$ cat config.mk
export PLATFORM = sky130hd
export DESIGN_NAME = button_short_long_press_classifier_unit_flat
export DESIGN_NICKNAME = d
export VERILOG_FILES = /design/src/rtl/core/bslpc_pkg.sv /design/src/rtl/core/bslpc_if.sv /design/src/rtl/core/bslpc_eval.sv /design/src/rtl/core/button_short_long_press_classifier_unit.sv /design/src/flat_wrapper.sv
export SDC_FILE = /design/constraint.sdc
export NUM_CORES = 1
export LEC_CHECK = 0
export BUFFER_PORTS_ARGS = -buffer_cell sky130_fd_sc_hd__buf_2
export CAP_MARGIN = 0
export CORE_MARGIN = 3
export CORE_UTILIZATION = 40
export DETAILED_ROUTE_END_ITERATION = 16
export HOLD_SLACK_MARGIN = 0.12
export SLEW_MARGIN = 25
export SYNTH_ARGS = -nofsm -noshare
export SYNTH_HDL_FRONTEND = slang
export SYNTH_SLANG_ARGS = --single-unit
$ cat constraint.sdc
create_clock -name clk -period 3.8 [get_ports clk]
set_input_delay 0.38 -clock clk [delete_from_list [all_inputs] [get_ports clk]]
set_output_delay 0.38 -clock clk [all_outputs]
set_load 0.02 [all_outputs]
$ cat src/rtl/core/bslpc_pkg.sv
// Shared constants and types for the button press classifier.
// No dependencies.
package bslpc_pkg;

	localparam int BUTTON_COUNT = 8;
	localparam int LANES        = 8;
	localparam int TIMER_W      = 16;
	localparam int IDX_W        = 3;
	localparam int ADDR_W       = 3;
	localparam int DATA_W       = 32;

	// Lanes that take part in a scan
	localparam logic [LANES-1:0] LANE_MASK = LANES'((16'd1 << BUTTON_COUNT) - 16'd1);

	localparam logic [TIMER_W-1:0] LONG_RESET  = 16'd1000;
	localparam logic [TIMER_W-1:0] SHORT_RESET = 16'd50;
	localparam logic [TIMER_W-1:0] TIMER_MAX   = '1;

	// Input commands
	typedef enum logic {
		CMD_TICK = 1'b0,
		CMD_SCAN = 1'b1
	} cmd_t;

	// Register index, taken from paddr[2]
	typedef enum logic {
		REG_LONG  = 1'b0,
		REG_SHORT = 1'b1
	} reg_idx_t;

	// Outcome of one scan against the current state
	typedef struct packed {
		logic [LANES-1:0]   ev_mask;
		logic [LANES-1:0]   ev_long;
		logic [LANES-1:0]   pressed_nxt;
		logic [LANES-1:0]   long_nxt;
		logic [TIMER_W-1:0] held_nxt;
	} eval_t;

endpackage

$ cat src/rtl/core/bslpc_if.sv
// Valid/ready channel interfaces for scan input and event output.
// Depends on bslpc_pkg.
interface bslpc_in_if;
	logic                      valid;
	logic                      ready;
	logic                      command;
	logic [bslpc_pkg::LANES-1:0] button_bits;

	modport source (output valid, command, button_bits, input ready);
	modport sink   (input valid, command, button_bits, output ready);
endinterface

interface bslpc_out_if;
	logic                      valid;
	logic                      ready;
	logic [bslpc_pkg::IDX_W-1:0] button_index;
	logic                      is_long;
	logic                      last_event;

	modport source (output valid, button_index, is_long, last_event, input ready);
	modport sink   (input valid, button_index, is_long, last_event, output ready);
endinterface

$ cat src/rtl/core/bslpc_eval.sv
// Per-lane scan evaluation: events and next state for one scan.
// Depends on bslpc_pkg.
module bslpc_eval (
	input  logic [bslpc_pkg::LANES-1:0]   bits,
	input  logic [bslpc_pkg::LANES-1:0]   pressed,
	input  logic [bslpc_pkg::LANES-1:0]   lmask,
	input  logic [bslpc_pkg::TIMER_W-1:0] held,
	input  logic [bslpc_pkg::TIMER_W-1:0] long_ms,
	input  logic [bslpc_pkg::TIMER_W-1:0] short_ms,
	output bslpc_pkg::eval_t              res
);

	logic held_gt_long;
	logic held_ge_short;
	logic short_zero;

	// Threshold compares done once; a lane sees either held or zero
	assign held_gt_long  = held > long_ms;
	assign held_ge_short = held >= short_ms;
	assign short_zero    = short_ms == '0;

	// Lanes in index order; a new press zeroes the timer for higher lanes
	always_comb begin
		logic new_below;
		logic long_hit;
		logic short_ok;
		new_below       = 1'b0;
		long_hit        = 1'b0;
		short_ok        = 1'b0;
		res.ev_mask     = '0;
		res.ev_long     = '0;
		for (int i = 0; i < bslpc_pkg::LANES; i++) begin
			if (bslpc_pkg::LANE_MASK[i]) begin
				long_hit = !new_below && held_gt_long;
				short_ok = new_below ? short_zero : held_ge_short;
				if (bits[i]) begin
					if (pressed[i]) begin
						if (long_hit && !lmask[i]) begin
							res.ev_mask[i] = 1'b1;
							res.ev_long[i] = 1'b1;
						end
					end else begin
						new_below = 1'b1;
					end
				end else if (!lmask[i] && pressed[i] && short_ok) begin
					res.ev_mask[i] = 1'b1;
				end
			end
		end
		res.pressed_nxt = (bits & bslpc_pkg::LANE_MASK) | (pressed & ~bslpc_pkg::LANE_MASK);
		res.long_nxt    = (bits & (lmask | res.ev_long) & bslpc_pkg::LANE_MASK)
			| (lmask & ~bslpc_pkg::LANE_MASK);
		res.held_nxt    = new_below ? '0 : held;
	end

endmodule

$ cat src/rtl/core/button_short_long_press_classifier_unit.sv
// Path: each scan passes the input register; its events then transfer from the event register.
// Throughput: one item per cycle; a scan with n events holds the event register until all n
// have transferred, and a following scan that has events waits in the input register until it drains.
// Ticks and scans without events never wait on the output.
// Reset (arst_n low, asynchronous): masks, timer and queues clear, thresholds go to 1000 and 50.
module button_short_long_press_classifier_unit (
	input  logic                           clk,
	input  logic                           arst_n,
	bslpc_in_if.sink                       req,
	bslpc_out_if.source                    evt,
	input  logic                           psel,
	input  logic                           penable,
	input  logic                           pwrite,
	input  logic [bslpc_pkg::ADDR_W-1:0]   paddr,
	input  logic [bslpc_pkg::DATA_W-1:0]   pwdata,
	output logic [bslpc_pkg::DATA_W-1:0]   prdata,
	output logic                           pready
);

	logic                             valid_s1;
	logic                             cmd_s1;
	logic [bslpc_pkg::LANES-1:0]      bits_s1;
	logic [bslpc_pkg::LANES-1:0]      pressed_q;
	logic [bslpc_pkg::LANES-1:0]      long_q;
	logic [bslpc_pkg::TIMER_W-1:0]    held_q;
	logic [bslpc_pkg::TIMER_W-1:0]    long_ms_q;
	logic [bslpc_pkg::TIMER_W-1:0]    short_ms_q;
	logic [bslpc_pkg::LANES-1:0]      pend_q;
	logic [bslpc_pkg::LANES-1:0]      kind_q;
	bslpc_pkg::eval_t                 ev;
	logic                             in_xfer;
	logic                             out_xfer;
	logic                             is_scan;
	logic                             has_ev;
	logic                             drain_free;
	logic                             s1_adv;
	logic                             last_pend;
	logic                             cfg_wr;
	logic [bslpc_pkg::LANES-1:0]      pend_rest;
	logic [bslpc_pkg::IDX_W-1:0]      head_idx;

	// Configuration port
	assign pready = 1'b1;
	assign cfg_wr = psel && penable && pwrite && pready;
	assign prdata = (bslpc_pkg::reg_idx_t'(paddr[2]) == bslpc_pkg::REG_SHORT)
		? bslpc_pkg::DATA_W'(short_ms_q) : bslpc_pkg::DATA_W'(long_ms_q);

	always_ff @(posedge clk or negedge arst_n) begin
		if (!arst_n) begin
			long_ms_q  <= bslpc_pkg::LONG_RESET;
			short_ms_q <= bslpc_pkg::SHORT_RESET;
		end else if (cfg_wr) begin
			unique case (bslpc_pkg::reg_idx_t'(paddr[2]))
				bslpc_pkg::REG_LONG:  long_ms_q  <= pwdata[bslpc_pkg::TIMER_W-1:0];
				bslpc_pkg::REG_SHORT: short_ms_q <= pwdata[bslpc_pkg::TIMER_W-1:0];
				default: ;
			endcase
		end
	end

	// Scan evaluation against current state
	bslpc_eval u_eval (
		.bits     (bits_s1),
		.pressed  (pressed_q),
		.lmask    (long_q),
		.held     (held_q),
		.long_ms  (long_ms_q),
		.short_ms (short_ms_q),
		.res      (ev)
	);

	// Event register head: lowest pending lane
	always_comb begin
		head_idx = '0;
		for (int i = bslpc_pkg::LANES - 1; i >= 0; i--) begin
			if (pend_q[i]) begin
				head_idx = bslpc_pkg::IDX_W'(i);
			end
		end
	end

	assign pend_rest  = pend_q & (pend_q - bslpc_pkg::LANES'(1));
	assign last_pend  = pend_rest == '0;
	assign out_xfer   = evt.valid && evt.ready;
	assign in_xfer    = req.valid && req.ready;
	assign is_scan    = bslpc_pkg::cmd_t'(cmd_s1) == bslpc_pkg::CMD_SCAN;
	assign has_ev     = is_scan && (ev.ev_mask != '0);
	assign drain_free = (pend_q == '0) || (out_xfer && last_pend);
	assign s1_adv     = valid_s1 && (!has_ev || drain_free);
	assign req.ready  = !valid_s1 || s1_adv;

	assign evt.valid        = pend_q != '0;
	assign evt.button_index = head_idx;
	assign evt.is_long      = kind_q[head_idx];
	assign evt.last_event   = last_pend;

	// Input register
	always_ff @(posedge clk or negedge arst_n) begin
		if (!arst_n) begin
			valid_s1 <= 1'b0;
		end else if (in_xfer) begin
			valid_s1 <= 1'b1;
		end else if (s1_adv) begin
			valid_s1 <= 1'b0;
		end
	end

	always_ff @(posedge clk) begin
		if (in_xfer) begin
			cmd_s1  <= req.command;
			bits_s1 <= req.button_bits;
		end
	end

	// Press state and shared timer
	always_ff @(posedge clk or negedge arst_n) begin
		if (!arst_n) begin
			pressed_q <= '0;
			long_q    <= '0;
			held_q    <= '0;
		end else if (s1_adv) begin
			if (is_scan) begin
				pressed_q <= ev.pressed_nxt;
				long_q    <= ev.long_nxt;
				held_q    <= ev.held_nxt;
			end else if (held_q != bslpc_pkg::TIMER_MAX) begin
				held_q <= held_q + bslpc_pkg::TIMER_W'(1);
			end
		end
	end

	// Event register: drains lowest lane first
	always_ff @(posedge clk or negedge arst_n) begin
		if (!arst_n) begin
			pend_q <= '0;
			kind_q <= '0;
		end else if (s1_adv && has_ev) begin
			pend_q <= ev.ev_mask;
			kind_q <= ev.ev_long;
		end else if (out_xfer) begin
			pend_q <= pend_rest;
		end
	end

endmodule

$ cat src/flat_wrapper.sv
// flat-port wrapper written by rule: the top's interface ports become plain ports
module button_short_long_press_classifier_unit_flat 
  (clk, arst_n, psel, penable, pwrite, paddr, pwdata, prdata, pready, req_valid, req_command, req_button_bits, req_ready, evt_valid, evt_button_index, evt_is_long, evt_last_event, evt_ready);
  bslpc_in_if req_i ();
  bslpc_out_if evt_i ();
  input  logic clk;
  input  logic arst_n;
  input  logic psel;
  input  logic penable;
  input  logic pwrite;
  input  logic [bslpc_pkg::ADDR_W-1:0] paddr;
  input  logic [bslpc_pkg::DATA_W-1:0] pwdata;
  output logic [bslpc_pkg::DATA_W-1:0] prdata;
  output logic pready;
  input wire logic [$bits(req_i.valid)-1:0] req_valid;
  input wire logic [$bits(req_i.command)-1:0] req_command;
  input wire logic [$bits(req_i.button_bits)-1:0] req_button_bits;
  output wire logic [$bits(req_i.ready)-1:0] req_ready;
  output wire logic [$bits(evt_i.valid)-1:0] evt_valid;
  output wire logic [$bits(evt_i.button_index)-1:0] evt_button_index;
  output wire logic [$bits(evt_i.is_long)-1:0] evt_is_long;
  output wire logic [$bits(evt_i.last_event)-1:0] evt_last_event;
  input wire logic [$bits(evt_i.ready)-1:0] evt_ready;
  assign req_i.valid = req_valid;
  assign req_i.command = req_command;
  assign req_i.button_bits = req_button_bits;
  assign req_ready = req_i.ready;
  assign evt_valid = evt_i.valid;
  assign evt_button_index = evt_i.button_index;
  assign evt_is_long = evt_i.is_long;
  assign evt_last_event = evt_i.last_event;
  assign evt_i.ready = evt_ready;
  button_short_long_press_classifier_unit u_core (.clk(clk), .arst_n(arst_n), .req(req_i), .evt(evt_i), .psel(psel), .penable(penable), .pwrite(pwrite), .paddr(paddr), .pwdata(pwdata), .prdata(prdata), .pready(pready));
endmodule
# Word-level counts from Yosys, hierarchy flattened
# Cells that the tools add are included.
# Widths: inputs -> output; s select.
[classes]
add_sub_neg = 2
order_cmp = 3
eq_ne = 2
mux = 81
bitwise_logic = 4
reduce_logical = 71
[op_table]
columns = ["operator", "n"]
rows = [
  ["$mux 1", 66],
  ["$mux 16", 4],
  ["$logic_and 1x1->1", 39],
  ["$mux 3", 8],
  ["$logic_not 1->1", 17],
  ["$add 16x1->16 const B", 1],
  ["$and 8x8->8", 2],
  ["$ge 16x16->1", 1],
  ["$gt 16x16->1", 1],
  ["$logic_not 16->1", 1],
  ["$logic_not 8->1", 2],
  ["$mux 8", 2],
  ["$ne 16x16->1 const B", 1],
  ["$reduce_bool 8->1", 2],
  ["$or 8x8->8", 1],
  ["$sub 8x1->8 const B", 1],
  ["$reduce_and 2->1", 3],
  ["$reduce_bool 2->1", 3],
  ["$lt 3x4->1 const B", 1],
  ["$bmux 1 s3", 1],
  ["$logic_or 1x1->1", 3],
  ["$reduce_and 3->1", 1],
  ["$ne 2x2->1 const B", 1],
  ["$not 1->1", 1],
]
[word_totals]
reg_bits = 90
input_bits = 51
elab_cells = 173

# Logic depth before layout (Yosys ltp)
# Gate-level depths: netlist of run 1.
[logic_depth]
word_depth = 28
ltp_mapped = 15
ltp_nobuf = 11

# Modules after synthesis
# Synthesis of run 1 repeated with hierarchy kept, for this count alone.
[hier_totals]
hier_cells = 589
hier_area_um2 = 5870.6
[modules_own_cells]
columns = ["module", "instances", "cells_per_inst", "area_per_inst_um2"]
rows = [
  ["button_short_long_press_classifier_unit", 1, 360, 4332.9],
  ["bslpc_eval", 1, 229, 1537.7],
]

# Worst setup path before layout of run 1
# No wires, ideal clock.
[synth_path]
path_type = "register to register"
start = "register u_core.held_q[13] (netlist bit)"
end = "register u_core.long_q[5] (netlist bit)"
setup_ps = 123
arrival_ps = 3519
required_ps = 3677
setup_slack_ps = 158
stages_incl_launch_ff = 15
period_less_slack_ps = 3642
cell_sequence = "dfrtp_1 > ha_1 > a21o_1 > a21o_1 > a2111o_1 > o31a_1 > buf_2 > a221oi_2 > nand3b_2 > or4_1 > buf_2 > and2_4 > buf_6 > buf_6 > o221a_1"
[synth_via]
elab_chain_len = 12
word_cells_on_any_way = 73
cone_classes = "order compare (2); mux (40); bitwise (2); reduce/logical (29)"
[synth_rtl]
columns = ["item", "line", "source"]
rows = [
  ["from (decl)", "button_short_long_press_classifier_unit.sv:25", "logic [bslpc_pkg::TIMER_W-1:0] held_q;"],
  ["from (signal assigned)", "button_short_long_press_classifier_unit.sv:125", "held_q <= ev.held_nxt;"],
  ["from (signal assigned)", "button_short_long_press_classifier_unit.sv:127", "held_q <= held_q + bslpc_pkg::TIMER_W'(1);"],
  ["$gt 16x16->1", "bslpc_eval.sv:18", "assign held_gt_long = held > long_ms;"],
  ["$logic_and 1x1->1", "bslpc_eval.sv:34", "long_hit = !new_below && held_gt_long;"],
  ["$logic_and 1x1->1", "bslpc_eval.sv:38", "if (long_hit && !lmask[i]) begin"],
  ["$mux 1", "bslpc_eval.sv:38", ""],
  ["$mux 1", "bslpc_eval.sv:37", "if (pressed[i]) begin"],
  ["$mux 1", "bslpc_eval.sv:36", "if (bits[i]) begin"],
  ["$reduce_bool 8->1", "button_short_long_press_classifier_unit.sv:87", "assign has_ev = is_scan && (ev.ev_mask != '0);"],
  ["$logic_and 1x1->1", "button_short_long_press_classifier_unit.sv:87", ""],
  ["$logic_not 1->1", "button_short_long_press_classifier_unit.sv:89", "assign s1_adv = valid_s1 && (!has_ev || drain_free);"],
  ["$logic_or 1x1->1", "button_short_long_press_classifier_unit.sv:89", ""],
  ["$logic_and 1x1->1", "button_short_long_press_classifier_unit.sv:89", ""],
  ["$reduce_and 2->1 (no source line)", "-", ""],
  ["to (signal assigned)", "button_short_long_press_classifier_unit.sv:124", "long_q <= ev.long_nxt;"],
  ["to (decl)", "button_short_long_press_classifier_unit.sv:24", "logic [bslpc_pkg::LANES-1:0] long_q;"],
]
# Several ways; a longest one is shown, not always the timed one.
# A chain may end at the register's enable or synchronous reset.

# Worst setup path after layout of run 1
[layout_path]
start = "register u_core.long_ms_q[7] (netlist bit)"
end = "output req_ready"
[layout_via]
elab_chain_len = 12
word_cells_on_any_way = 46
cone_classes = "order compare (1); mux (24); reduce/logical (21)"
[layout_rtl]
columns = ["item", "line", "source"]
rows = [
  ["from (decl)", "button_short_long_press_classifier_unit.sv:26", "logic [bslpc_pkg::TIMER_W-1:0] long_ms_q;"],
  ["from (signal assigned)", "button_short_long_press_classifier_unit.sv:50", "long_ms_q <= bslpc_pkg::LONG_RESET;"],
  ["from (signal assigned)", "button_short_long_press_classifier_unit.sv:54", "bslpc_pkg::REG_LONG: long_ms_q <= pwdata[bslpc_pkg::TIMER_W-1:0];"],
  ["$gt 16x16->1 (*)", "bslpc_eval.sv:18", ""],
  ["$logic_and 1x1->1", "bslpc_eval.sv:34", ""],
  ["$logic_and 1x1->1", "bslpc_eval.sv:38", ""],
  ["$mux 1", "bslpc_eval.sv:38", ""],
  ["$mux 1", "bslpc_eval.sv:37", ""],
  ["$mux 1", "bslpc_eval.sv:36", ""],
  ["$reduce_bool 8->1 (*)", "button_short_long_press_classifier_unit.sv:87", ""],
  ["$logic_and 1x1->1 (*)", "button_short_long_press_classifier_unit.sv:87", ""],
  ["$logic_not 1->1 (*)", "button_short_long_press_classifier_unit.sv:89", ""],
  ["$logic_or 1x1->1 (*)", "button_short_long_press_classifier_unit.sv:89", ""],
  ["$logic_and 1x1->1 (*)", "button_short_long_press_classifier_unit.sv:89", ""],
  ["$logic_or 1x1->1 (*)", "button_short_long_press_classifier_unit.sv:90", "assign req.ready = !valid_s1 || s1_adv;"],
  ["to (decl)", "flat_wrapper.sv:18", "output wire logic [$bits(req_i.ready)-1:0] req_ready;"],
]
# Every way passes the cells marked *; elsewhere a longest branch is shown, timed or not.

==> results of run 1 <==
-- routing by layer --
layer / share of wire (%) / up-vias / GRT usage [%] / routed length (µm)
li1: - / 2383 / - / -
met1: 49 / 2383 / 27.0 / 7240
met2: 46 / 98 / 28.7 / 6870
met3: 3.7 / 15 / 2.17 / 545
met4: 1.4 / 0 / 6.06 / 210
met5: 0 / - / 0 / 0
-- power groups by stage --
stage                     Sequential (mW)  Clock (mW)  Combinational (mW)
after floorplan                      1.26           0               0.830
after global placement               1.28           0                1.20
after CTS                            1.28       0.968                1.32
after detailed placement             1.29           0                1.23
after global routing                 1.31        1.01                1.55
final                                1.28       0.947                1.41
-- final cells by class --
| cell class | count | share of cell area, % |
|---|---|---|
| flip-flops and latches | 90 | 32.8 |
| well taps | 176 | 3.13 |
| inverters | 43 | 2.29 |
| multi-input cells | 440 | 46.3 |
| clock inverters | 3 | 0.657 |
| clock buffers | 13 | 3.86 |
| repair buffers | 116 | 11.0 |
-- cell usage after synthesis (all sizes together) (4+ instances only) --
cell	n
and3	5
o22a	4
nand4	10
or4	10
a211oi	4
nor4	13
mux2	44
and2	4
buf	26
a21o	6
nor2b	7
inv	43
o31ai	16
or3	6
o21ai	32
dfstp	9
nor3	14
dfrtp	72
nand3	14
nor2	30
o221a	5
clkbuf	13
nand2	58
nand2b	8
ha	33
a21oi	40
edfxtp	9
-- sequential cells by signal, indices dropped and copies added (netlist names) --
register / flops
u_core.cmd_s1: 1
u_core.held_q: 16
u_core.pressed_q: 8
u_core.long_q: 8
u_core.short_ms_q: 16
u_core.kind_q: 8
u_core.pend_q: 8
u_core.bits_s1: 8
u_core.long_ms_q: 16
u_core.valid_s1: 1
-- worst paths after layout --
kind,startpoint,end,slack [ns],cells past startpoint
max reg2reg,u_core.short_ms_q[1],u_core.held_q[10],0.10,13
min reg2reg,u_core.kind_q[0],u_core.kind_q[0],0.48,2
max,u_core.long_ms_q[7],req_ready,0.08,14
min in group clk,req_button_bits[2],u_core.bits_s1[2],0.20,1
max in group asynchronous,arst_n,u_core.pend_q[6],3.16,1
min,arst_n,u_core.short_ms_q[7],0.03,1
-- critical path, delay by kind of cell (launching register included) --
| family | cells | cell delay, ns |
|---|---|---|
| buffers and inverters | 5 | 0.63 |
| flip-flops | 1 | 0.54 |
| AND/OR/NAND/NOR | 4 | 0.57 |
| adder cells (fa/ha/maj) | 1 | 0.27 |
| AO/OA/AOI/OAI | 4 | 0.96 |
-- through the flow --
step	cells	utilization, %	setup WS, ns
2_1_floorplan	611	-	0.158
3_3_place_gp	846	46.8	0.0597
3_5_place_dp	846	46.8	-0.00613
4_1_cts	871	50.3	0.0178
5_1_grt	881	51.9	-0.0624
6_report	881	51.9	0.0779
-- cells by family after synthesis --
family	synth area share [%]
DFF	40.7
and+or+nand+nor	17.3
AOI/OAI and AO/OA	18.6
other	0.132
buffers and inverters	6.95
muxes	9.09
adders and majority gates	7.28
-- what timing repair did --
action / 4_1_cts / 5_1_grt
cloned: 0 / 2
setup buffers: 10 / 8
resized for setup: 15 / 29
pin swaps: 11 / 19
setup endpoints to repair: 5 / 33
hold endpoints to repair: 0 / 0
==> run_results.csv, run 1 <==
group,metric,value,unit
outcome,outcome,"finished clean",
critical_path,timing.critical_path.from_type,"flop",
timing,worst_pin_slew,0.968,ns
power,fraction_of_power_spent_switching_nets,35.7,%
timing,finalMaxSlewViolations,0,
timing,min_period_over_period,97.9,%
critical_path,maximum_fanout_along_the_worst_path,4,
placed_design,post_dp_cell_area,6350,µm²
routing,route.detailed.drc,0,
timing,rsz_0062_raised_after_global_routing,"true",
global_routing,maximum_number_of_pins_on_one_net_before_global_route_repair,82,
yosys,synth.top_cells.by_area,"sky130_fd_sc_hd__dfrtp_1 32%, sky130_fd_sc_hd__mux2_2 8.7%, sky130_fd_sc_hd__ha_1 7.3%",
yosys,synth.avg_cell_area,9.52,µm²
power,power.static_leakage,3.25,nW
yosys,ys_seq_area_share,40.7,%
power,power_frac_comb,38.8,%
routing,routed_via_count_divided_by_cell_count,5.54,
cells_and_area,num-fill-cells,1254,
cells_and_area,finalInstanceArea,7040,µm²
die,die_height,125,µm
clock_tree,worst_setup_hold_path_clk_slew,0.07,ns
critical_path,cp_cell_sequence,"inv_2 -> ha_4 -> nand4_1 -> nor4_2 -> buf_4 -> a21boi_4 -> o31a_1 -> buf_6 -> nand3_4 -> a211oi_4 -> o31a_1 -> buf_12 -> nand2_4 -> buf_6",
critical_path,worst-setup-path-type,"flop to primary output",
clock_tree,numClockSinks,90,
timing,hold_viol,0,
yosys,postSynthCellCount,596,
timing,finalSetupTns,0,ns
critical_path,slowest_stage,"sky130_fd_sc_hd__dfstp_2",
critical_path,worst_ep_arrival_time,3.34,ns
clock_tree,clock_path_buffers,2,
clock_tree,cts-hold-fix-buffers,0,
clock_tree,clock_buffers_created_by_tritoncts,9,
routing,detail_route.iter0.violations,345,
worst_hold_path,min_path_type,"primary input to asynchronous set/reset pin",
die,placeableCoreArea,13600,µm²
die,pin_count,91,
timing,min_period,3.72,ns
timing,finalHoldWorstSlack,0.0282,ns
timing,timing.final.setup_violations,0,
global_routing,initial_antenna_violation_count,0,
clock_tree,clock_tree.htree_level_count,3,
cells_and_area,finalNetCount,784,
die,std_cell_rows,42,
yosys,number_of_synthesized_flops_with_an_enable_pin,9,
critical_path,worst_ep_required_time,3.42,ns
yosys,yosysUniqueCellTypes,69,
routing,dr.pass1.iters,4,
yosys,synth.top_cell.area_share,31.8,%
yosys,yosys_warnings,0,
placed_design,gp_weighted_congestion,0.863,
critical_path,max_stage_delay,0.54,ns
global_routing,overflow,0,
clock_tree,clk-insertion-delay-late,0.35,ns
cells_and_area,most_common_library_cell_in_the_layout_ignoring_fill_and_taps,"sky130_fd_sc_hd__dfrtp_1",
global_routing,grt_first_pass_wirelength,23.6,mm
routing,number_of_antenna_violating_nets_in_the_routed_design,0,
yosys,dominantRegCellSynth,"sky130_fd_sc_hd__dfrtp_1",
cells_and_area,seq_area,2310,µm²
timing,worst_clock_skew,0.0116,ns
global_routing,via_count_of_the_first_global_routing_pass,4546,
timing,slew_limit_headroom,35.3,%
cells_and_area,layout_cells_sized_above_1,31.9,%
cells_and_area,multi_input_gate_area_in_the_final_layout,3260,µm²
critical_path,worstSetupEndpointType,"primary output",
power,clockPowerShare,26.0,%
placed_design,hpwl,10.9,mm
clock_tree,tritoncts_clock_tree,"built",
power,post-layout-total-power,3.64,mW
routing,total_number_of_vias,4879,
routing,routed_wire_length_per_instance,16.9,µm
cells_and_area,layout_overhead_on_the_synthesized_area,24.2,%
die,floorplan.die_area,15600,µm²
yosys,synth-async-reset-ratio,90.0,%
cells_and_area,num_antenna_cells,0,
timing,fmax,0.269,GHz
yosys,synth.largest_area_cell,"sky130_fd_sc_hd__dfrtp_1",
die,floorplan.initialDensity,41.8,%
placed_design,buffers_on_ports,55,
cells_and_area,final_cell_mix,"72 x sky130_fd_sc_hd__dfrtp_1, 57 x sky130_fd_sc_hd__nand2_1, 56 x sky130_fd_sc_hd__buf_4",
power,seq_power_share,35.2,%
die,dieWidth,125,µm
global_routing,grt_usage,18.5,%
power,cell_internal_pwr,2.34,mW
power,power-per-cell-area,517,nW/µm²
routing,drt-total-wl,14.9,mm
flow_run,max_cap_violations,0,
yosys,summed_instance_area_of_the_synthesized_netlist,5670,µm²
power,switchingPower,1.30,mW
yosys,postSynthRegisterBits,90,
power,max-vdd-ir-drop,0.228,mV
clock_tree,cts_root_buffer,"sky130_fd_sc_hd__clkbuf_16",
Power figures use the tool's default switching activity.
==> run 2, diff against run 1 <==
--- a/config.mk
+++ b/config.mk
@@ -5,6 +5,7 @@
 export SDC_FILE = /design/constraint.sdc
 export NUM_CORES = 1
 export LEC_CHECK = 0
+export ABC_AREA = 1
 export BUFFER_PORTS_ARGS = -buffer_cell sky130_fd_sc_hd__buf_2
 export CAP_MARGIN = 0
 export CORE_MARGIN = 3
==> run_results.csv, run 2 <==
group,metric,value,unit
outcome,outcome,"finished clean",
placed_design,hpwl,9.95,mm
die,std_cell_rows,44,
yosys,synth.top_cell.area_share,30.0,%
clock_tree,cts-hold-fix-buffers,0,
timing,slew_limit_headroom,38.3,%
routing,number_of_antenna_violating_nets_in_the_routed_design,0,
power,max-vdd-ir-drop,0.303,mV
power,power_frac_comb,39.5,%
die,dieWidth,129,µm
cells_and_area,final_cell_mix,"237 x sky130_fd_sc_hd__nand2_1, 120 x sky130_fd_sc_hd__inv_1, 72 x sky130_fd_sc_hd__dfrtp_1",
critical_path,worst_ep_arrival_time,3.03,ns
global_routing,overflow,0,
yosys,postSynthCellCount,831,
clock_tree,numClockSinks,90,
global_routing,gr_met3_demand_resource,2.49,%
clock_tree,post_cts.repair.setup_buffers,0,
routing,routed_via_count_divided_by_cell_count,4.86,
critical_path,worst_ep_required_time,3.42,ns
critical_path,timing.critical_path.from_type,"flop",
power,fraction_of_power_spent_switching_nets,40.9,%
die,pin_count,91,
timing,worst_clock_skew,0.00978,ns
power,switchingPower,1.53,mW
timing,fmax,0.294,GHz
flow_run,max_cap_violations,0,
critical_path,cp_cell_sequence,"inv_1 -> ha_1 -> nand4_1 -> nor3_2 -> nand3_1 -> nand3_1 -> nand2_1 -> nor2_1 -> nand2_1 -> nor2_1 -> nor2_4 -> nand3_1 -> buf_2",
global_routing,maximum_number_of_pins_on_one_net_before_global_route_repair,63,
yosys,summed_instance_area_of_the_synthesized_netlist,6010,µm²
cells_and_area,num_antenna_cells,0,
clock_tree,clock_buffers_created_by_tritoncts,9,
cells_and_area,final-instance-count-excl-fill,1065,
clock_tree,tritoncts_clock_tree,"built",
placed_design,post_dp_cell_area,6380,µm²
routing,total_number_of_vias,5171,
timing,timing.final.setup_violations,0,
global_routing,grt_usage,17.5,%
power,seq_power_share,34.4,%
routing,drt-total-wl,13.7,mm
timing,min_period_over_period,89.7,%
cells_and_area,layout_overhead_on_the_synthesized_area,11.5,%
yosys,synth.largest_area_cell,"sky130_fd_sc_hd__dfrtp_1",
yosys,number_of_synthesized_flops_with_an_enable_pin,9,
global_routing,initial_antenna_violation_count,0,
critical_path,max_stage_delay,0.52,ns
clock_tree,clock_tree.htree_level_count,3,
timing,rsz_0062_raised_after_global_routing,"false",
cells_and_area,biggestRegsByFlops,"u_core.held_q x16, u_core.long_ms_q x16, u_core.short_ms_q x16",
clock_tree,cts_root_buffer,"sky130_fd_sc_hd__clkbuf_16",
routing,routed_wire_length_per_instance,12.9,µm
global_routing,via_count_of_the_first_global_routing_pass,4784,
timing,post-route-worst-setup-slack,0.393,ns
cells_and_area,finalNetCount,960,
power,power-per-cell-area,558,nW/µm²
placed_design,gp_weighted_congestion,0.855,
clock_tree,cts-resized-gates,0,
global_routing,use_met2,26.7,%
timing,finalMaxSlewViolations,0,
yosys,postSynthRegisterBits,90,
power,power.static_leakage,3.50,nW
cells_and_area,most_common_library_cell_in_the_layout_ignoring_fill_and_taps,"sky130_fd_sc_hd__nand2_1",
routing,route.detailed.drc,0,
cells_and_area,num-fill-cells,1514,
placed_design,dpl_worst_slack,0.533,ns
critical_path,crit_buf_inv,2,
timing,min_period,3.41,ns
yosys,ys_seq_area_share,38.4,%
clock_tree,worst_setup_hold_path_clk_slew,0.06,ns
power,cell_internal_pwr,2.21,mW
yosys,synth-async-reset-ratio,90.0,%
yosys,synth.top_cells.by_area,"sky130_fd_sc_hd__dfrtp_1 30%, sky130_fd_sc_hd__nand2_1 15%, sky130_fd_sc_hd__inv_1 7.5%",
clock_tree,clk-insertion-delay-late,0.35,ns
timing,finalSetupTns,0,ns
critical_path,worstSetupEndpointType,"primary output",
die,placeableCoreArea,14600,µm²
timing,hold_viol,0,
critical_path,maximum_fanout_along_the_worst_path,9,
cells_and_area,finalInstanceArea,6710,µm²
cells_and_area,layout_cells_sized_above_1,12.5,%
routing,dr.pass1.iters,5,
global_routing,grt_first_pass_wirelength,23.2,mm
timing,worst_pin_slew,0.926,ns
yosys,synth_common_cells,"238 x sky130_fd_sc_hd__nand2_1, 120 x sky130_fd_sc_hd__inv_1, 72 x sky130_fd_sc_hd__dfrtp_1",
die,die_height,129,µm
critical_path,worst-setup-path-type,"flop to primary output",
worst_hold_path,min_path_type,"primary input to asynchronous set/reset pin",
die,floorplan.initialDensity,41.1,%
die,floorplan.die_area,16500,µm²
yosys,synth_most_common_cell,"sky130_fd_sc_hd__nand2_1",
yosys,synth.avg_cell_area,7.24,µm²
power,post-layout-total-power,3.74,mW
critical_path,worst_path_most_repeated_cell,"sky130_fd_sc_hd__nand3_1",
clock_tree,clock_path_buffers,2,
critical_path,gate_family_responsible_for_the_most_delay_along_the_worst_path,"simple AND/OR/NAND/NOR gates",
placed_design,buffers_on_ports,55,
global_routing,most_crowded_layer_gr,"met2",
power,clockPowerShare,26.1,%
yosys,yosysUniqueCellTypes,45,
yosys,dominantRegCellSynth,"sky130_fd_sc_hd__dfrtp_1",
placed_design,place.detailed.instances,1049,
yosys,yosys_warnings,0,
global_routing,use_met1,25.3,%
routing,detail_route.iter0.violations,354,
critical_path,slowest_stage,"sky130_fd_sc_hd__dfstp_2",
==> run 2: changes by cell type after synthesis, moves of 8 or more <==
cell and delta:
sky130_fd_sc_hd__o21ai_1 +9, sky130_fd_sc_hd__nor2_1 +30, sky130_fd_sc_hd__nand3_1 +31, sky130_fd_sc_hd__nor4_1 -11, sky130_fd_sc_hd__nand2b_1 -8, sky130_fd_sc_hd__o21ai_0 +24, sky130_fd_sc_hd__nand4_1 +39, sky130_fd_sc_hd__o31ai_1 -15
sky130_fd_sc_hd__inv_1 +77, sky130_fd_sc_hd__mux2_2 -44, sky130_fd_sc_hd__a21oi_1 -11, sky130_fd_sc_hd__nand2_1 +180, sky130_fd_sc_hd__xor2_1 +8, sky130_fd_sc_hd__or4_1 -10
==> run 2: logic make-up (layout without fill, tap and decap cells) <==
group / Yosys count / count (layout) / synth area share (%)
buf+inv: 168 / 203 / 12.0
simple gates: 426 / 426 / 32.2
other cells: 2 / 17 / 0.125
compound gates: 102 / 102 / 8.95
xor+xnor: 10 / 10 / 1.46
flops: 90 / 90 / 38.4
fa+ha+maj: 33 / 33 / 6.87
==> run 2: cell type report <==
cell class / instances / area (µm²) / area share [%]
multi-input combinational: 588 / 3040 / 45.4
timing repair buffer: 63 / 338 / 5.04
inverter: 124 / 465 / 6.94
clock inverter: 5 / 78.8 / 1.18
tap: 184 / 230 / 3.43
sequential: 90 / 2310 / 34.4
clock buffer: 11 / 243 / 3.62
==> run 2: worst reg2reg max path, stage by stage (launching register included) <==
cell                      delay [ns]
sky130_fd_sc_hd__dfstp_2        0.52
sky130_fd_sc_hd__inv_1          0.05
sky130_fd_sc_hd__ha_1           0.29
sky130_fd_sc_hd__nand4_1        0.14
sky130_fd_sc_hd__nor3_2         0.19
sky130_fd_sc_hd__nand3_1        0.34
sky130_fd_sc_hd__nand3_1        0.29
sky130_fd_sc_hd__nand2_1        0.09
sky130_fd_sc_hd__nor2_1         0.12
sky130_fd_sc_hd__nand2_1        0.08
sky130_fd_sc_hd__nor2_1         0.19
sky130_fd_sc_hd__nor2_4         0.09
sky130_fd_sc_hd__nand3_1        0.11
sky130_fd_sc_hd__nand2_1        0.12
sky130_fd_sc_hd__inv_1          0.28
==> run 2: path summary, 6_finish.rpt <==
path	startpoint	slack [ns]	cells past startpoint	endpoint
worst max-delay path	u_core.long_ms_q[9]	0.39	13	req_ready
worst min-delay path	arst_n	0.10	1	u_core.pend_q[3]
worst max register to register	u_core.long_ms_q[9]	0.56	14	u_core.bits_s1[4]
worst min register to register	u_core.long_q[4]	0.48	2	u_core.long_q[4]
max in group asynchronous	arst_n	2.84	2	u_core.long_ms_q[8]
min in group clk	req_command	0.20	1	u_core.cmd_s1
==> run 2: power by group through the flow <==
| stage | registers (mW) | logic (mW) | clock network (mW) |
|---|---|---|---|
| 6_report | 1.29 | 1.48 | 0.976 |
| 5_1_grt | 1.31 | 1.68 | 1.04 |
| 4_1_cts | 1.29 | 1.49 | 0.999 |
| 3_5_place_dp | 1.30 | 1.49 | 0 |
| 3_3_place_gp | 1.30 | 1.47 | 0 |
| 2_1_floorplan | 1.26 | 1.14 | 0 |
==> run 2: layer usage <==
metal,vias to the layer above,share of wire (%),routed length [µm]
met3,16,3.8,527
met4,0,1.8,242
met1,2316,51,6990
li1,2742,-,-
met5,-,0,0
met2,97,44,5980
==> run 2: through the flow <==
stage,hold WS (ns),utilization (%)
2_1_floorplan,0.0844,-
3_3_place_gp,0.455,43.6
3_5_place_dp,0.460,43.6
4_1_cts,0.164,45.8
5_1_grt,0.195,45.8
6_report,0.105,45.8
==> run 3, diff against run 2 <==
--- a/config.mk
+++ b/config.mk
@@ -8,7 +8,7 @@
 export ABC_AREA = 1
 export BUFFER_PORTS_ARGS = -buffer_cell sky130_fd_sc_hd__buf_2
 export CAP_MARGIN = 0
-export CORE_MARGIN = 3
+export CORE_ASPECT_RATIO = 1.5
 export CORE_UTILIZATION = 40
 export DETAILED_ROUTE_END_ITERATION = 16
 export HOLD_SLACK_MARGIN = 0.12
==> run_results.csv, run 3 (same netlist as run 2, synthesis figures left out) <==
group,metric,value,unit
routing,drt-total-wl,13.8,mm
global_routing,grt_first_pass_wirelength,23.6,mm
critical_path,worst_path_most_repeated_cell,"sky130_fd_sc_hd__nand3_1",
critical_path,maximum_fanout_along_the_worst_path,9,
critical_path,worst_ep_required_time,3.42,ns
global_routing,overflow,0,
routing,total_number_of_vias,5200,
timing,min_period_over_period,92.0,%
clock_tree,numClockSinks,90,
timing,finalSetupTns,0,ns
critical_path,slowest_stage,"sky130_fd_sc_hd__dfstp_2",
timing,finalMaxSlewViolations,0,
cells_and_area,final_cell_mix,"238 x sky130_fd_sc_hd__nand2_1, 120 x sky130_fd_sc_hd__inv_1, 72 x sky130_fd_sc_hd__dfrtp_1",
clock_tree,clock_tree.htree_level_count,3,
timing,timing.final.setup_violations,0,
power,power_frac_comb,40.7,%
critical_path,ff2ff_setup_slack,0.42,ns
critical_path,worst-setup-path-type,"flop to primary output",
global_routing,grt_usage,19.0,%
placed_design,post_dp_cell_area,6390,µm²
power,cell_internal_pwr,2.06,mW
timing,rsz_0062_raised_after_global_routing,"false",
critical_path,cp_cell_sequence,"inv_1 -> ha_1 -> nand4_1 -> nor3_2 -> nand3_1 -> nand3_1 -> nand2_1 -> nor2_1 -> nand2_1 -> nor2_1 -> nor2_4 -> nand3_1 -> buf_2",
placed_design,buffers_on_ports,55,
routing,number_of_antenna_violating_nets_in_the_routed_design,0,
die,floorplan.die_area,15500,µm²
cells_and_area,layout_cells_sized_above_1,12.4,%
clock_tree,post_cts.repair.setup_buffers,0,
cells_and_area,biggestRegsByFlops,"u_core.held_q x16, u_core.long_ms_q x16, u_core.short_ms_q x16",
global_routing,initial_antenna_violation_count,0,
critical_path,gate_family_responsible_for_the_most_delay_along_the_worst_path,"simple AND/OR/NAND/NOR gates",
global_routing,maximum_number_of_pins_on_one_net_before_global_route_repair,60,
power,clockPowerShare,23.5,%
routing,route.detailed.drc,0,
power,max-vdd-ir-drop,0.375,mV
die,pin_count,91,
die,placeableCoreArea,14600,µm²
clock_tree,cts-hold-fix-buffers,0,
placed_design,hpwl,10.2,mm
die,die_height,152,µm
critical_path,r2r_start,"u_core.long_ms_q[9]",
power,fraction_of_power_spent_switching_nets,42.5,%
timing,min_period,3.50,ns
critical_path,worst_ep_arrival_time,3.12,ns
power,switchingPower,1.52,mW
timing,worst_clock_skew,0.00917,ns
timing,fmax,0.286,GHz
routing,detail_route.iter0.violations,230,
critical_path,count_of_cells_along_the_worst_register_to_register_path,14,
cells_and_area,num-fill-cells,1553,
cells_and_area,layout_overhead_on_the_synthesized_area,10.9,%
critical_path,crit_buf_inv,2,
clock_tree,tritoncts_clock_tree,"built",
die,floorplan.initialDensity,41.2,%
critical_path,timing.critical_path.from_type,"flop",
timing,slew_limit_headroom,38.4,%
critical_path,worstSetupEndpointType,"primary output",
critical_path,timing.rr.end,"u_core.bits_s1[5]",
cells_and_area,most_common_library_cell_in_the_layout_ignoring_fill_and_taps,"sky130_fd_sc_hd__nand2_1",
timing,hold_viol,0,
die,std_cell_rows,54,
clock_tree,clock_path_buffers,2,
cells_and_area,finalInstanceArea,6670,µm²
worst_hold_path,min_path_type,"primary input to asynchronous set/reset pin",
flow_run,max_cap_violations,0,
power,seq_power_share,35.8,%
global_routing,via_count_of_the_first_global_routing_pass,4977,
clock_tree,clock_buffers_created_by_tritoncts,9,
outcome,outcome,"finished clean",
clock_tree,cts_root_buffer,"sky130_fd_sc_hd__clkbuf_16",
clock_tree,clk-insertion-delay-late,0.34,ns
cells_and_area,finalNetCount,959,
placed_design,gp_weighted_congestion,0.825,
clock_tree,worst_setup_hold_path_clk_slew,0.07,ns
cells_and_area,num_antenna_cells,0,
critical_path,max_stage_delay,0.54,ns
routing,routed_wire_length_per_instance,12.8,µm
power,power.static_leakage,3.46,nW
power,power-per-cell-area,538,nW/µm²
routing,dr.pass1.iters,4,
clock_tree,cts-resized-gates,0,
timing,worst_pin_slew,0.922,ns
routing,routed_via_count_divided_by_cell_count,4.83,
die,dieWidth,102,µm
## run 3: worst register-to-register path, stage by stage (launching register included)
cell	delay, ns
sky130_fd_sc_hd__dfstp_2	0.54
sky130_fd_sc_hd__inv_1	0.05
sky130_fd_sc_hd__ha_1	0.30
sky130_fd_sc_hd__nand4_1	0.13
sky130_fd_sc_hd__nor3_2	0.20
sky130_fd_sc_hd__nand3_1	0.36
sky130_fd_sc_hd__nand3_1	0.30
sky130_fd_sc_hd__nand2_1	0.13
sky130_fd_sc_hd__nor2_1	0.11
sky130_fd_sc_hd__nand2_1	0.09
sky130_fd_sc_hd__nor2_1	0.18
sky130_fd_sc_hd__nor2_4	0.09
sky130_fd_sc_hd__nand3_1	0.12
sky130_fd_sc_hd__nand2_1	0.08
sky130_fd_sc_hd__inv_1	0.36
## run 3: power groups by stage
stage	clock network, mW	registers, mW	logic, mW
after floorplan	0	1.26	1.14
after global placement	0	1.30	1.47
after detailed placement	0	1.30	1.47
after CTS	0.867	1.28	1.48
after global routing	0.901	1.31	1.67
final	0.843	1.28	1.46
## run 3: routing by layer
| metal | wire length (µm) | vias up | GRT usage [%] |
|---|---|---|---|
| li1 | - | 2748 | - |
| met1 | 5990 | 2351 | 23.5 |
| met2 | 7170 | 85 | 33.5 |
| met3 | 344 | 16 | 2.39 |
| met4 | 300 | 0 | 6.46 |
| met5 | 0 | - | 0 |
## run 3: metrics by stage
stage	instances	util (%)	setup slack, ns	hold WS [ns]	power (mW)
6_report	1076	45.7	0.304	0.0921	3.59
2_1_floorplan	846	-	1.01	0.0844	2.40
3_5_place_dp	1060	43.8	0.443	0.460	2.77
3_3_place_gp	1060	43.8	0.489	0.453	2.76
5_1_grt	1076	45.7	0.0743	0.155	3.88
4_1_cts	1076	45.7	0.288	0.136	3.63
## run 3: worst max path at each step
| stage | from | endpoint | slack [ns] | cells past startpoint |
|---|---|---|---|---|
| final | u_core.long_ms_q[9] | req_ready | 0.30 | 13 |
| after global routing | u_core.long_ms_q[9] | req_ready | 0.07 | 13 |
| after CTS | u_core.long_ms_q[9] | req_ready | 0.29 | 13 |
| after detailed placement | u_core.long_ms_q[9] | u_core.bits_s1[6] | 0.44 | 14 |
| after global placement | u_core.long_ms_q[9] | u_core.bits_s1[6] | 0.49 | 14 |
| after floorplan | u_core.long_ms_q[7] | u_core.bits_s1[0] | 1.01 | 16 |
## run 3: final cells by class
cell class / instances / area, µm² / share of cell area (%)
tap: 196 / 245 / 3.68
multi-input combinational: 588 / 3040 / 45.6
inverter: 124 / 465 / 6.98
sequential: 90 / 2310 / 34.6
clock buffer: 9 / 225 / 3.38
clock inverter: 7 / 53.8 / 0.807
timing repair buffer: 62 / 330 / 4.95
